File: src/design/rsb_pkg.sv
// Shared types and codes for the run-length sprite line blitter.
package rsb_pkg;

  // input item operations
  localparam logic [1:0] OpPalette = 2'd0;
  localparam logic [1:0] OpBegin   = 2'd1;
  localparam logic [1:0] OpCode    = 2'd2;

  // configuration register indexes
  localparam logic [2:0] RegStartX     = 3'd0;
  localparam logic [2:0] RegStartY     = 3'd1;
  localparam logic [2:0] RegClipLeft   = 3'd2;
  localparam logic [2:0] RegClipRight  = 3'd3;
  localparam logic [2:0] RegClipTop    = 3'd4;
  localparam logic [2:0] RegClipBottom = 3'd5;
  localparam logic [2:0] RegMirror     = 3'd6;

  localparam int unsigned CfgAddrWidth = 5;

  localparam logic [7:0] RowEndCode = 8'hFF;

  // command queue between parser and palette stage
  localparam int unsigned QueueDepth = 4;
  localparam int unsigned PtrWidth   = 2;
  localparam int unsigned CntWidth   = 3;

  typedef struct packed {
    logic signed [15:0] start_x;
    logic signed [15:0] start_y;
    logic [12:0]        clip_left;
    logic [12:0]        clip_right;
    logic [12:0]        clip_top;
    logic [12:0]        clip_bottom;
    logic               mirror;
  } cfg_t;

  // one queued command: palette write or visible pixel
  typedef struct packed {
    logic        is_write;
    logic        idx_ok;
    logic [7:0]  index;
    logic [11:0] x;
    logic [11:0] y;
    logic [31:0] color;
  } cmd_t;

endpackage

File: src/design/rsb_queue.sv
// Short command FIFO between the parser and the palette stage.
module rsb_queue (
  input  logic          clk_i,
  input  logic          rst_ni,
  input  logic          push_i,
  input  rsb_pkg::cmd_t cmd_i,
  output logic          full_o,
  output logic          head_valid_o,
  output rsb_pkg::cmd_t head_o,
  input  logic          pop_i
);

  rsb_pkg::cmd_t                   entries_q [rsb_pkg::QueueDepth];
  logic [rsb_pkg::PtrWidth-1:0]    wr_ptr_q, rd_ptr_q;
  logic [rsb_pkg::CntWidth-1:0]    count_q;

  assign full_o       = (count_q == rsb_pkg::CntWidth'(rsb_pkg::QueueDepth));
  assign head_valid_o = (count_q != '0);
  assign head_o       = entries_q[rd_ptr_q];

  always_ff @(posedge clk_i) begin
    if (push_i) begin
      entries_q[wr_ptr_q] <= cmd_i;
    end
  end

  always_ff @(posedge clk_i or negedge rst_ni) begin
    if (!rst_ni) begin
      wr_ptr_q <= '0;
      rd_ptr_q <= '0;
      count_q  <= '0;
    end else begin
      if (push_i) begin
        wr_ptr_q <= wr_ptr_q + 1'b1;
      end
      if (pop_i) begin
        rd_ptr_q <= rd_ptr_q + 1'b1;
      end
      if (push_i && !pop_i) begin
        count_q <= count_q + 1'b1;
      end else if (pop_i && !push_i) begin
        count_q <= count_q - 1'b1;
      end
    end
  end

endmodule

File: config.mk
export PLATFORM = sky130hd
export DESIGN_NAME = rsb_queue
export DESIGN_NICKNAME = d
export VERILOG_FILES = /design/src/design/rsb_pkg.sv /design/src/design/rsb_queue.sv
export SDC_FILE = /design/constraint.sdc
export NUM_CORES = 1
export LEC_CHECK = 0
export ABC_AREA = 1
export BUFFER_PORTS_ARGS = -buffer_cell sky130_fd_sc_hd__clkbuf_2
export CELL_PAD_IN_SITES_DETAIL_PLACEMENT = 0
export CELL_PAD_IN_SITES_GLOBAL_PLACEMENT = 1
export CORE_UTILIZATION = 40
export CTS_BUF_LIST = sky130_fd_sc_hd__clkbuf_16
export DETAILED_ROUTE_END_ITERATION = 16
export GPL_TIMING_DRIVEN = 0
export PLACE_DENSITY_LB_ADDON = 0.1
export REMOVE_ABC_BUFFERS = 1
export SLEW_MARGIN = 10
export SYNTH_ARGS = -nofsm -noshare
export SYNTH_HDL_FRONTEND = slang
export SYNTH_SLANG_ARGS = --single-unit
File: constraint.sdc
create_clock -name clk_i -period 2.82 [get_ports clk_i]
set_input_delay 0.141 -clock clk_i [delete_from_list [all_inputs] [get_ports clk_i]]
set_output_delay 0.141 -clock clk_i [all_outputs]
set_load 0.01 [all_outputs]
# After elaboration in Yosys (flattened, before gate mapping)
# Memory sizes are Yosys's and may differ from the RTL's.
# Index checks and enable logic that the tools add are counted.
# totals
register_bits	7
latchBits	0
mem_bits_rw	264
mem_bits_ro	0
output_inout_bits	68
word_cells	19
memories	1
# classes
addsub	4
multipliers	0
div_mod_pow	0
n_lt_le_gt_ge	0
eq_ne	1
n_shift	0
mux	4
bitwise	0
reduce_logical	6
# memory_table
name	depth	width	rd	rd_clocked_by_memory_dff	wr	line_no	text
entries_q	4	66	1	0	1	rsb_queue.sv:13	rsb_pkg::cmd_t entries_q [rsb_pkg::QueueDepth];
# op_table
cell	count
3-bit 2-to-1 mux	2
2-bit by 1-bit adder with 2-bit output, second input constant	2
3-bit by 1-bit adder with 3-bit output, second input constant	1
3-bit equality test, second input constant	1
3-bit nonzero test	1
3-bit by 1-bit subtractor with 3-bit output, second input constant	1
1-bit logical AND	2
1-bit zero test	2
1-bit 2-to-1 mux	2
2-bit nonzero test	1

# Longest topological paths before layout
# logic_depth
ltp_word	4
ltp_mapped	9
ltp_nobuf	9

# Worst setup path before layout
# Ideal clock, no wire load.
# synth_timing
path_kind	reg2reg
from	reg wr_ptr_q[0] (netlist name)
to	mem entries_q[2][0] (netlist name), enable pin
arrival_ns	1.953
t_required_ns	2.400
path_slack_ns	0.446
path_stages_with_launch	5
period_less_slack_ns	2.374
path_cell_list	dfrtp_1 > inv_1 > ha_1 > nand2_1 > inv_1
# synth_lines
element	line_no	text
from (decl)	rsb_queue.sv:14	logic [rsb_pkg::PtrWidth-1:0] wr_ptr_q, rd_ptr_q;
from (signal assigned)	rsb_queue.sv:34	wr_ptr_q <= wr_ptr_q + 1'b1;
to (decl)	rsb_queue.sv:13	
# No word-level cell before the write port.

==> impl_metrics.yaml <==
status:
  outcome: "finished clean"
critical_path:
  crit_fanout: 40
  critPathKind: "flip-flop to output port"
  arrival_ns: 2.50
  start_kind: "flip-flop"
  cp-end-kind: "output port"
  cp.required_ns: 2.68
sta:
  fin_crit_ns: 2.64
  worst_clock_skew_ns: 0.0106
  slew_viol_final: 0
  fin_setup_tns_ns: 0
  fmax_mhz: 379
  relSlewSlack_pct: 65.0
  setup_viol: 0
  rsz0062_at_grt: "no"
  finalHoldViolCount: 0
  period_share_pct: 93.6
  whs_ns: 0.360
  fin_ws_ns: 0.182
  worst_pin_slew_ns: 0.525
die:
  coreArea_um2: 27100
  die_area_um2: 28500
  start_util_pct: 41.1
  io_pins: 138
  fp.dieW_um: 169
  rows: 60
  dieHeight_um: 169
yosys:
  synth_warnings: 0
  netlist_instances: 819
  yosysSeqAreaShare_pct: 72.8
  synth_edf_count: 264
  synth_seq_cells: 271
  synth_flop_cell: "edfxtp_1"
  syn-cell-area_um2: 11100
  yosysUniqueCellTypes: 20
  avgSynthCellArea_um2: 13.6
  async_flop_share_pct: 2.58
detailed_routing:
  routedWlPerCell_um: 15.1
  vias_per_cell: 4.57
  ant_nets: 0
  drt-pass1-iter-count: 4
  dr_total_vias: 6438
  wirelength_mm: 21.3
  drtIter0Drc: 286
  drc: 0
worst_hold_path:
  min_path_type: "primary input to flip-flop"
clock_tree:
  cts.clk_slew.worst_paths_ns: 0.05
  cts.path.max_buffers: 3
  root_buffer: "clkbuf_16"
  clock_sinks: 271
  ctsHtreeMaxLevel: 1
  cts_tree: "built"
  clock_latency_ns: 0.54
  cts_made_buffers: 30
finish:
  fin_nets: 1099
  diodes: 0
  syn_to_final_growth_pct: 23.2
  layout-drive-gt1-share_pct: 21.0
  layout.cells.non_filler: 1410
  utilization_pct: 50.6
global_route:
  grt_most_used_layer: "met2"
  grt_max_degree: 80
  met3_usage_pct: 2.55
  met1_usage_pct: 20.2
  grt_pass1_vias: 6346
  grt_usage_pct: 15.1
  antenna_found_initial: 0
  grt_overflow: 0
  grt_util_met2_pct: 25.7
  grt_pass1_wl_mm: 33.4
power_and_ir_drop:
  p_leak_nw: 5.57
  power_density_nw_per_um2: 1000
  irDropWorstVdd_uv: 498
place:
  place_inst: 1292
  post-place-ws_ns: 0.523
  port_buffers: 137
  dp_hpwl_mm: 11.4
  gp_congestion: 0.683
job:
  drv_cap: 0
[critical path: stages, from the launching register on]
cell and delay (ns):
dfrtp_4 0.68, buf_16 0.31, inv_6 0.30, buf_12 0.28, o211ai_1 0.12, nand2_1 0.11
clkbuf_2 0.14
[routing by layer]
| metal | wire length (um) | up-vias |
|---|---|---|
| li1 | - | 3245 |
| met1 | 9820 | 3049 |
| met2 | 10300 | 112 |
| met3 | 863 | 32 |
| met4 | 371 | 0 |
| met5 | 0 | - |
[cells by family (layout without fill, tap and decap cells)]
| family | count (synthesis) | after routing | synth area share (%) |
|---|---|---|---|
| compound gates | 133 | 133 | 10.3 |
| xor+xnor | 4 | 4 | 0.315 |
| fa+ha+maj | 6 | 6 | 0.741 |
| buf+inv | 189 | 408 | 8.53 |
| flops | 271 | 271 | 72.8 |
| simple gates | 216 | 216 | 7.32 |
[cells in the final DEF (no fill, tap or decap), drive strengths merged, types with 3 or more instances in the layout]
master / n
ha: 5
xor2: 3
clkinv: 6
nand2: 212
dlygate4sd3: 70
edfxtp: 264
buf: 10
o211ai: 132
clkbuf: 168
dfrtp: 7
inv: 153
[flip-flops by register name, summed over array words and instances (netlist names)]
signal	cells
count_q	3
entries_q	264
rd_ptr_q	2
wr_ptr_q	2
[path summary, 6_finish.rpt]
path	depth (start not counted)	startpoint	slack (ns)	end
worst max register to register	4	rd_ptr_q[1]$_DFFE_PN0P_	0.98	rd_ptr_q[1]$_DFFE_PN0P_
max in group asynchronous	3	rst_ni	1.93	rd_ptr_q[1]$_DFFE_PN0P_
worst min register to register	2	count_q[2]$_DFFE_PN0P_	0.48	count_q[2]$_DFFE_PN0P_
min in group asynchronous	3	rst_ni	0.60	wr_ptr_q[0]$_DFFE_PN0P_
worst min-delay path	2	cmd_i[26]	0.36	entries_q[3][26]$_DFFE_PP_
worst max-delay path	6	rd_ptr_q[1]$_DFFE_PN0P_	0.18	head_o[64]
[power breakdown]
| part | internal, mW | total [mW] | leakage (nW) | switching (mW) |
|---|---|---|---|---|
| Sequential | 5.28 | 5.66 | 2.51 | 0.381 |
| Clock | 2.03 | 3.42 | 0.456 | 1.39 |
| Combinational | 1.73 | 4.65 | 2.61 | 2.92 |
[what timing repair did]
item                                   in CTS  in global routing
setup buffers                               0                  1
pin swaps                                   0                  0
endpoints found under the hold margin     275                  0
hold buffers                               70                  0
resized for setup                           1                  0
setup endpoints to repair                  19                 16
[synth_stat cells (3+ instances only)]
cell / count / area share, %
edfxtp_1: 264 / 71
nand2_1: 212 / 7.1
inv_1: 143 / 4.8
o211ai_1: 101 / 6.8
o211ai_2: 31 / 3.5
buf_6: 28 / 2.8
dfrtp_1: 7 / 1.6
buf_2: 6 / 0.27
buf_4: 6 / 0.40
clkbuf_1: 5 / 0.17
ha_1: 5 / 0.56
xor2_1: 3 / 0.24
[final cells by class]
class / instances / area [um^2]
multi-input cells: 359 / 2080
flip-flops and latches: 271 / 8110
inverters: 144 / 556
well taps: 372 / 465
clock buffers: 31 / 776
repair buffers: 217 / 1640
clock inverters: 16 / 87.6
fillers: 2320 / 13400
[through the flow]
stage / cell area [um^2] / total power [mW]
finish: 13700 / 13.7
global route: 13700 / 14.6
detailed placement: 12100 / 10.4
floorplan: 10700 / 8.03
global placement: 11900 / 9.37
CTS: 13700 / 13.9
Note: power is estimated with default switching activity, not from simulation.
