$ cat src/design/rsb_pkg.sv
// Shared types and codes for the run-length sprite line blitter.
package rsb_pkg;

  // input item operations
  localparam logic [1:0] OpPalette = 2'd0;
  localparam logic [1:0] OpBegin   = 2'd1;
  localparam logic [1:0] OpCode    = 2'd2;

  // configuration register indexes
  localparam logic [2:0] RegStartX     = 3'd0;
  localparam logic [2:0] RegStartY     = 3'd1;
  localparam logic [2:0] RegClipLeft   = 3'd2;
  localparam logic [2:0] RegClipRight  = 3'd3;
  localparam logic [2:0] RegClipTop    = 3'd4;
  localparam logic [2:0] RegClipBottom = 3'd5;
  localparam logic [2:0] RegMirror     = 3'd6;

  localparam int unsigned CfgAddrWidth = 5;

  localparam logic [7:0] RowEndCode = 8'hFF;

  // command queue between parser and palette stage
  localparam int unsigned QueueDepth = 4;
  localparam int unsigned PtrWidth   = 2;
  localparam int unsigned CntWidth   = 3;

  typedef struct packed {
    logic signed [15:0] start_x;
    logic signed [15:0] start_y;
    logic [12:0]        clip_left;
    logic [12:0]        clip_right;
    logic [12:0]        clip_top;
    logic [12:0]        clip_bottom;
    logic               mirror;
  } cfg_t;

  // one queued command: palette write or visible pixel
  typedef struct packed {
    logic        is_write;
    logic        idx_ok;
    logic [7:0]  index;
    logic [11:0] x;
    logic [11:0] y;
    logic [31:0] color;
  } cmd_t;

endpackage

$ cat src/design/rsb_front.sv
// Stream parser: tracks row, cursor and run state and emits commands.
module rsb_front #(
  parameter int unsigned PALETTE_ENTRIES = 256,
  parameter int unsigned SCREEN_SPAN     = 4096
) (
  input  logic          clk_i,
  input  logic          rst_ni,
  input  logic          take_i,
  input  logic [1:0]    op_i,
  input  logic          row_start_i,
  input  logic [7:0]    code_byte_i,
  input  logic [7:0]    palette_index_i,
  input  logic [31:0]   palette_color_i,
  input  rsb_pkg::cfg_t cfg_i,
  output logic          push_o,
  output rsb_pkg::cmd_t cmd_o
);

  localparam logic [1:0] PhaseSkip = 2'd0;
  localparam logic [1:0] PhaseRun  = 2'd1;
  localparam logic [1:0] PhasePix  = 2'd2;

  logic [1:0]         phase_q, phase_d;
  logic [7:0]         run_q, run_d;
  logic signed [17:0] cur_q, cur_d;
  logic signed [16:0] row_q, row_d;
  logic               ended_q, ended_d;

  logic               rs;
  logic signed [17:0] sx_ext, cur_rs, byte_ext, cur_step, px, cur_pix;
  logic signed [17:0] cl_ext, cr_ext;
  logic signed [16:0] ct_ext, cb_ext, row_rs;
  logic               ended_rs;
  logic [1:0]         phase_rs;
  logic [7:0]         run_rs, run_dec;
  logic               out_now, out_step, show;

  assign rs       = (op_i == rsb_pkg::OpCode) && row_start_i;
  assign sx_ext   = {{2{cfg_i.start_x[15]}}, cfg_i.start_x};
  assign byte_ext = {10'b0, code_byte_i};
  assign cl_ext   = {5'b0, cfg_i.clip_left};
  assign cr_ext   = {5'b0, cfg_i.clip_right};
  assign ct_ext   = {4'b0, cfg_i.clip_top};
  assign cb_ext   = {4'b0, cfg_i.clip_bottom};

  // a row-start byte first restarts the row, then parses as a skip count
  assign cur_rs   = rs ? sx_ext : cur_q;
  assign row_rs   = rs ? row_q + 17'sd1 : row_q;
  assign ended_rs = rs ? 1'b0 : ended_q;
  assign phase_rs = rs ? PhaseSkip : phase_q;
  assign run_rs   = rs ? 8'd0 : run_q;

  assign cur_step = cfg_i.mirror ? cur_rs - byte_ext : cur_rs + byte_ext;
  assign out_now  = cfg_i.mirror ? (cur_rs <= cl_ext) : (cur_rs >= cr_ext);
  assign out_step = cfg_i.mirror ? (cur_step <= cl_ext) : (cur_step >= cr_ext);

  // mirror: pixel lands one left of the cursor
  assign px      = cfg_i.mirror ? cur_rs - 18'sd1 : cur_rs;
  assign cur_pix = cfg_i.mirror ? cur_rs - 18'sd1 : cur_rs + 18'sd1;
  assign run_dec = run_rs - 8'd1;

  assign show = (px >= cl_ext) && (px < cr_ext) && ($unsigned(px) < 18'(SCREEN_SPAN)) &&
                (row_rs >= ct_ext) && (row_rs < cb_ext) &&
                ($unsigned(row_rs) < 17'(SCREEN_SPAN));

  always_comb begin
    phase_d = phase_q;
    run_d   = run_q;
    cur_d   = cur_q;
    row_d   = row_q;
    ended_d = ended_q;
    push_o  = 1'b0;

    cmd_o.is_write = (op_i == rsb_pkg::OpPalette);
    cmd_o.idx_ok   = (op_i == rsb_pkg::OpPalette) ?
                     ({1'b0, palette_index_i} < 9'(PALETTE_ENTRIES)) :
                     ({1'b0, code_byte_i} < 9'(PALETTE_ENTRIES));
    cmd_o.index    = (op_i == rsb_pkg::OpPalette) ? palette_index_i : code_byte_i;
    cmd_o.x        = px[11:0];
    cmd_o.y        = row_rs[11:0];
    cmd_o.color    = palette_color_i;

    if (take_i) begin
      unique case (op_i)
        rsb_pkg::OpPalette: begin
          push_o = cmd_o.idx_ok;
        end
        rsb_pkg::OpBegin: begin
          row_d   = {cfg_i.start_y[15], cfg_i.start_y} - 17'sd1;
          cur_d   = sx_ext;
          ended_d = 1'b1;
          phase_d = PhaseSkip;
          run_d   = 8'd0;
        end
        rsb_pkg::OpCode: begin
          row_d   = row_rs;
          cur_d   = cur_rs;
          ended_d = ended_rs;
          phase_d = phase_rs;
          run_d   = run_rs;
          if (!ended_rs) begin
            unique case (phase_rs)
              PhaseSkip: begin
                if (out_now || code_byte_i == rsb_pkg::RowEndCode) begin
                  ended_d = 1'b1;
                end else begin
                  cur_d = cur_step;
                  if (out_step) begin
                    ended_d = 1'b1;
                  end else begin
                    phase_d = PhaseRun;
                  end
                end
              end
              PhaseRun: begin
                if (code_byte_i == 8'd0) begin
                  phase_d = PhaseSkip;
                end else begin
                  run_d   = code_byte_i;
                  phase_d = PhasePix;
                end
              end
              PhasePix: begin
                cur_d  = cur_pix;
                run_d  = run_dec;
                push_o = show;
                if (run_dec == 8'd0) begin
                  phase_d = PhaseSkip;
                end
              end
              default: ;
            endcase
          end
        end
        default: ;
      endcase
    end
  end

  always_ff @(posedge clk_i or negedge rst_ni) begin
    if (!rst_ni) begin
      phase_q <= PhaseSkip;
      run_q   <= 8'd0;
      cur_q   <= 18'sd0;
      row_q   <= 17'sd0;
      ended_q <= 1'b1;
    end else begin
      phase_q <= phase_d;
      run_q   <= run_d;
      cur_q   <= cur_d;
      row_q   <= row_d;
      ended_q <= ended_d;
    end
  end

endmodule

$ cat config.mk
export PLATFORM = sky130hd
export DESIGN_NAME = rsb_front
export DESIGN_NICKNAME = d
export VERILOG_FILES = /design/src/design/rsb_pkg.sv /design/src/design/rsb_front.sv
export SDC_FILE = /design/constraint.sdc
export NUM_CORES = 1
export LEC_CHECK = 0
export BUFFER_PORTS_ARGS = -buffer_cell sky130_fd_sc_hd__buf_2
export CAP_MARGIN = 20
export CELL_PAD_IN_SITES_DETAIL_PLACEMENT = 1
export CELL_PAD_IN_SITES_GLOBAL_PLACEMENT = 1
export CORE_MARGIN = 5
export CORE_UTILIZATION = 40
export DETAILED_ROUTE_END_ITERATION = 6
export GPL_TIMING_DRIVEN = 1
export PLACE_DENSITY_LB_ADDON = 0.1
export SLEW_MARGIN = 10
export SYNTH_ARGS = -nofsm -noshare
export SYNTH_HDL_FRONTEND = slang
export SYNTH_SLANG_ARGS = --single-unit
$ cat constraint.sdc
create_clock -name clk_i -period 6.9 [get_ports clk_i]
set_input_delay 1.38 -clock clk_i [delete_from_list [all_inputs] [get_ports clk_i]]
set_output_delay 1.38 -clock clk_i [all_outputs]
set_load 0.05 [all_outputs]
* After elaboration in Yosys (flattened, before gate mapping)
Index checks and enable logic that the tools add are counted.
Word-level totals: input bits 139, output and inout bits 67, register bits 46
Cells by class: equal/unequal tests 5, muxes and demuxes 36, reductions and logical operators 13, $add $sub $neg 7, magnitude comparators 10
Operator list (number):
- two-way mux 18 bit | 6
- one-hot mux 18 bit (2 select lines) | 2
- >= comparator 18 x 14 -> 1 bit | 3
- <= comparator 18 x 14 -> 1 bit | 2
- one-hot mux 17 bit (2 select lines) | 1
- two-way mux 8 bit | 4
- one-hot mux 8 bit (2 select lines) | 2
- adder 18 x 2 -> 18 bit (second input constant) | 1
- adder 18 x 9 -> 18 bit | 1
- < comparator 18 x 13 -> 1 bit (second input constant) | 1
- < comparator 18 x 14 -> 1 bit | 1
- subtractor 18 x 2 -> 18 bit (second input constant) | 1
- subtractor 18 x 9 -> 18 bit | 1
- adder 17 x 2 -> 17 bit (second input constant) | 1
- >= comparator 17 x 14 -> 1 bit | 1
- < comparator 17 x 13 -> 1 bit (second input constant) | 1
- < comparator 17 x 14 -> 1 bit | 1
- two-way mux 17 bit | 1
- subtractor 16 x 2 -> 17 bit (second input constant) | 1
- logical NOT 8 bit | 2
- two-way mux 2 bit | 6
- two-way mux 1 bit | 10
- equality test 8 bit (second input constant) | 1
- subtractor 8 x 1 -> 8 bit (second input constant) | 1
- other kinds (10) | 19

* Depth between registers and ports, before layout
depth in word-level cells 15, depth in mapped cells 25, gate-level depth less buffers 23

* Worst setup path after synthesis
No wires, ideal clock.
path type input to output, from input port op_i[0], to output port push_o, arrival time 7080 ps, data required time 5520 ps, setup slack -1560 ps, stages on the path 19, buffers on the path 2, cell sequence inv_1 ha_1 buf_6 nand2_1 buf_2 mux2i_1 nand4_1 nor3_1 nand3_1 xnor2_1 ha_1 a21o_1 nand2_1 o2111ai_1 nor4_1 o221ai_1 nor4_1 nand4_1 o31ai_1
RTL lines:
- start: declaration | RTL line rsb_front.sv:9 | input logic [1:0] op_i,
- end: declaration | RTL line rsb_front.sv:15 | output logic push_o,

* Worst setup path in the final report
from input port op_i[0], to output port push_o
Between the ends: longest elaborated chain between the ends 15
Ends and longest elaborated chain:
- equality test 2 bit | RTL line rsb_front.sv:38, rsb_front.sv:84
- logical AND 1 bit | RTL line rsb_front.sv:38 | assign rs = (op_i == rsb_pkg::OpCode) && row_start_i;
- two-way mux 18 bit | RTL line rsb_front.sv:47 | assign cur_rs = rs ? sx_ext : cur_q;
- subtractor 18 x 2 -> 18 bit | RTL line rsb_front.sv:58 | assign px = cfg_i.mirror ? cur_rs - 18'sd1 : cur_rs;
- two-way mux 18 bit | RTL line rsb_front.sv:58
- >= comparator 18 x 14 -> 1 bit or < comparator 18 x 14 -> 1 bit (tied branches) | RTL line rsb_front.sv:62 | assign show = (px >= cl_ext) && (px < cr_ext) && ($unsigned(px) < 18'(SCREEN_SPAN)) &&
- logical AND 1 bit (3 in a row) | RTL line rsb_front.sv:62
- logical AND 1 bit (2 in a row) | RTL line rsb_front.sv:63 | (row_rs >= ct_ext) && (row_rs < cb_ext) &&
- two-way mux 1 bit | RTL line rsb_front.sv:102 | unique case (phase_rs)
- two-way mux 1 bit | RTL line rsb_front.sv:101 | if (!ended_rs) begin
- one-hot mux 1 bit (2 select lines) * | RTL line rsb_front.sv:84 | unique case (op_i)
- two-way mux 1 bit * | RTL line rsb_front.sv:83 | if (take_i) begin
Mark *: on every way between the ends. The rest lies on a longest branch, timed or not.

==> results by group <==
Clock network
  • CTS Buf Count: 5
  • CTS tree: built
  • Clock-pin slew on the worst setup and hold paths: 0.06 ns
  • H-Tree Depth: 2
  • Number of clock sinks: 46
  • Post-CTS Hold Buffers: 0
  • Clk_lat worst skew: 0.29 ns
  • Clk root buf: clkbuf_16
  • Max Buffers Root-to-Sink: 2

Global route
  • Initial antenna violation count: 0
  • Tot GR Track Use: 26.08%
  • Pin count of the biggest net entering global routing: 47
  • Gr ovfl total: 0
  • First-pass GRT wire length: 50.29 mm
  • Vias in the first global route: 9051

Place
  • PortBufs: 140
  • DP HPWL: 26.98 mm
  • Placed cell count: 1520
  • Post-place setup slack: -0.1887 ns
  • GPL Wtd Cong: 0.8705

Finish
  • Commonest non-fill, non-tap cell in the layout: buf_2
  • Fraction of layout cells with a size suffix above 1: 20.25%
  • Nets@finish: 1529
  • Diodes inserted: 0
  • Most frequent cells in the layout: 139 x buf_2, 128 x ha_1, 93 x a21oi_1, 90 x inv_1, 88 x nand2_1
  • Area grow syn2layout: 16.52%
  • Non-Filler Instances: 1534
  • Core Util, Final: 46.97%

STA
  • Final Critical Period: 6.735 ns
  • Max Clk Rate: 0.1485 GHz
  • Worst setup margin: 0.1649 ns
  • Pins Over Slew Limit: 0
  • Final setup fails: 0
  • Final hold slack: 0.5307 ns
  • Clk_skew: 0.002755 ns
  • Fin crit share: 97.61%
  • Worst-margin pin slew: 1.100 ns
  • Relative slew slack: 26.67%
  • Final hold vios: 0

Worst hold path
  • Worst Hold Class: register to register
  • Hold Path Sink: run_q[4]
  • Hold_sp: run_q[4]
  • Hold path depth: 2

Synthesis
  • Mapped Area: 8421 µm²
  • Sequential fraction of the synthesis area: 13.68%
  • Synth cell types: 77
  • Synthesized netlist cell count: 1136
  • Post-synth ARST share: 100.0%
  • Yosys warning count: 0
  • Syn_nets: 1407
  • EDFF count, synth: 0
  • Syn Area/Cell: 7.412 µm²
  • Top_reg_cell synth: dfrtp_1
  • Count of state elements after synthesis: 46

Detailed routing
  • # DRC: 0
  • Initial DRC Count: 579
  • DRT Wirelength: 32.55 mm
  • Routed vias/inst: 5.906
  • Per-cell routed wire length: 21.22 µm
  • Final antenna-violating net count: 0
  • Vias: 9060
  • Drt pass-1 iters: 5

Setup path
  • Req. time, crit path: 5.52 ns
  • Worst-path cell chain: buf_2, inv_4, ha_4, and2_4, buf_12, mux2i_4, ha_2, nand3_2, nor4_4, buf_4, xnor2_2, ha_1, inv_1, o21ai_0, o21ai_0, nor4_1, o221ai_1, nor4_1, nand4_1, o31ai_4, buf_4
  • FF-to-FF End: phase_q[0]
  • Critical Path Max Stage Delay: 0.34 ns
  • Setup CP Type: input port to primary output
  • Worst Reg-to-Reg Cells: 21
  • Critical path endpoint category: primary output
  • CP max-delay cell: nor4_4
  • CP Max Fanout: 4
  • RR Startpoint: cur_q[3]
  • Worst setup SP type: input port
  • Worst EP arrival: 5.36 ns
  • Register-to-register setup slack: 1.90 ns

Flow run
  • Maxcap violations: 0

Pwr
  • Worst vdd ir: 0.1224 mV
  • Leakage: 4.627 nW
  • Pwr dens: 242.4 nW/µm²

Run status
  • Run status: completed

Die
  • Total die area: 24050 µm²
  • CORE AREA: 20890 µm²
  • Die height: 155.1 µm
  • Cell Rows: 53
  • Die W: 155.1 µm
  • Initial Util: 40.31%
  • # IOs: 206
how the worst max path moves through the flow:
| stage | start | end | slack, ns | cells after the start |
|---|---|---|---|---|
| global placement | op_i[0] | push_o | 0.08 | 21 |
| CTS | op_i[0] | push_o | 0.13 | 21 |
| floorplan | op_i[0] | push_o | 0.02 | 20 |
| finish | op_i[0] | push_o | 0.16 | 21 |
| detailed placement | op_i[0] | push_o | -0.19 | 21 |
| global route | op_i[0] | push_o | -0.0001 | 21 |
power by group:
part	total (mW)	switching [mW]	leakage [nW]	internal (mW)
Clock	0.254	0.110	0.0739	0.144
Sequential	0.381	0.0616	0.549	0.319
Combinational	1.74	1.09	4.00	0.650
Total	2.38	1.26	4.63	1.11
cell families after synthesis:
kind of cell / synth area share (%)
compound gates: 25.44
xor+xnor: 8.425
fa+ha+maj: 20.06
buf+inv: 9.525
flops: 13.69
mux: 3.313
other cells: 0.04453
simple gates: 19.51
cell type report:
cell class / count / area, µm²
fillers: 2713 / 11080
multi-input cells: 916 / 6691
flip-flops and latches: 46 / 1152
repair buffers: 193 / 1114
inverters: 96 / 362.8
well taps: 275 / 344.1
clock buffers: 7 / 142.6
clock inverters: 1 / 5.005
what timing repair did:
item | in CTS | in global routing
setup endpoints to repair | 1 | 1
pin swaps | 0 | 7
setup buffers | 3 | 3
gates resized for setup | 2 | 4
registers in the layout, summed over array words and instances (netlist names):
signal,flops
run_q,8
cur_q,18
phase_q,2
row_q,17
ended_q,1
critical path: cells and delay by family:
family / cells / cell delay [ns]
XOR/XNOR: 1 / 0.08
AO/OA/AOI/OAI: 4 / 0.79
multiplexers: 1 / 0.27
buffers and inverters: 6 / 0.72
adder cells (fa/ha/maj): 3 / 0.70
AND/OR/NAND/NOR: 6 / 1.36
per-stage QoR:
step	TNS (ns)	total power, mW	instance area [µm²]
after CTS	0	2.353	9768
after global placement	0	2.042	9575
after floorplan	0	1.559	8638
after detailed placement	-0.1887	2.088	9575
final	0	2.379	9812
after global routing	-0.0001026	2.561	9812
per-layer routing:
layer / share of wire [%] / track usage, %
met1: 46 / 36.75
met2: 46 / 43.63
met4: 1.4 / 3.953
met5: 0 / 0
met3: 6.0 / 3.199
synth_stat cells (11+ instances only):
library cell  count  area share (%)
inv_1            92             4.1
o22ai_1          20             1.5
nor2_1           86             3.8
nor3_1           35             2.1
nand2b_1         12            0.89
nor2b_1          16             1.2
xor2_1           28             2.9
nand4_1          18             1.3
a31oi_1          11            0.82
dfrtp_1          45              13
buf_4            34             3.0
a21o_1           28             2.5
nand3_1          37             2.2
xnor2_1          53             5.5
clkbuf_1         35             1.6
o21ai_0          76             4.5
mux2i_1          15             1.8
a21oi_1          93             5.5
nand2_1          89             4.0
ha_1            131              19
a221oi_1         12             1.2
Note: power is estimated with default switching activity, not from simulation.
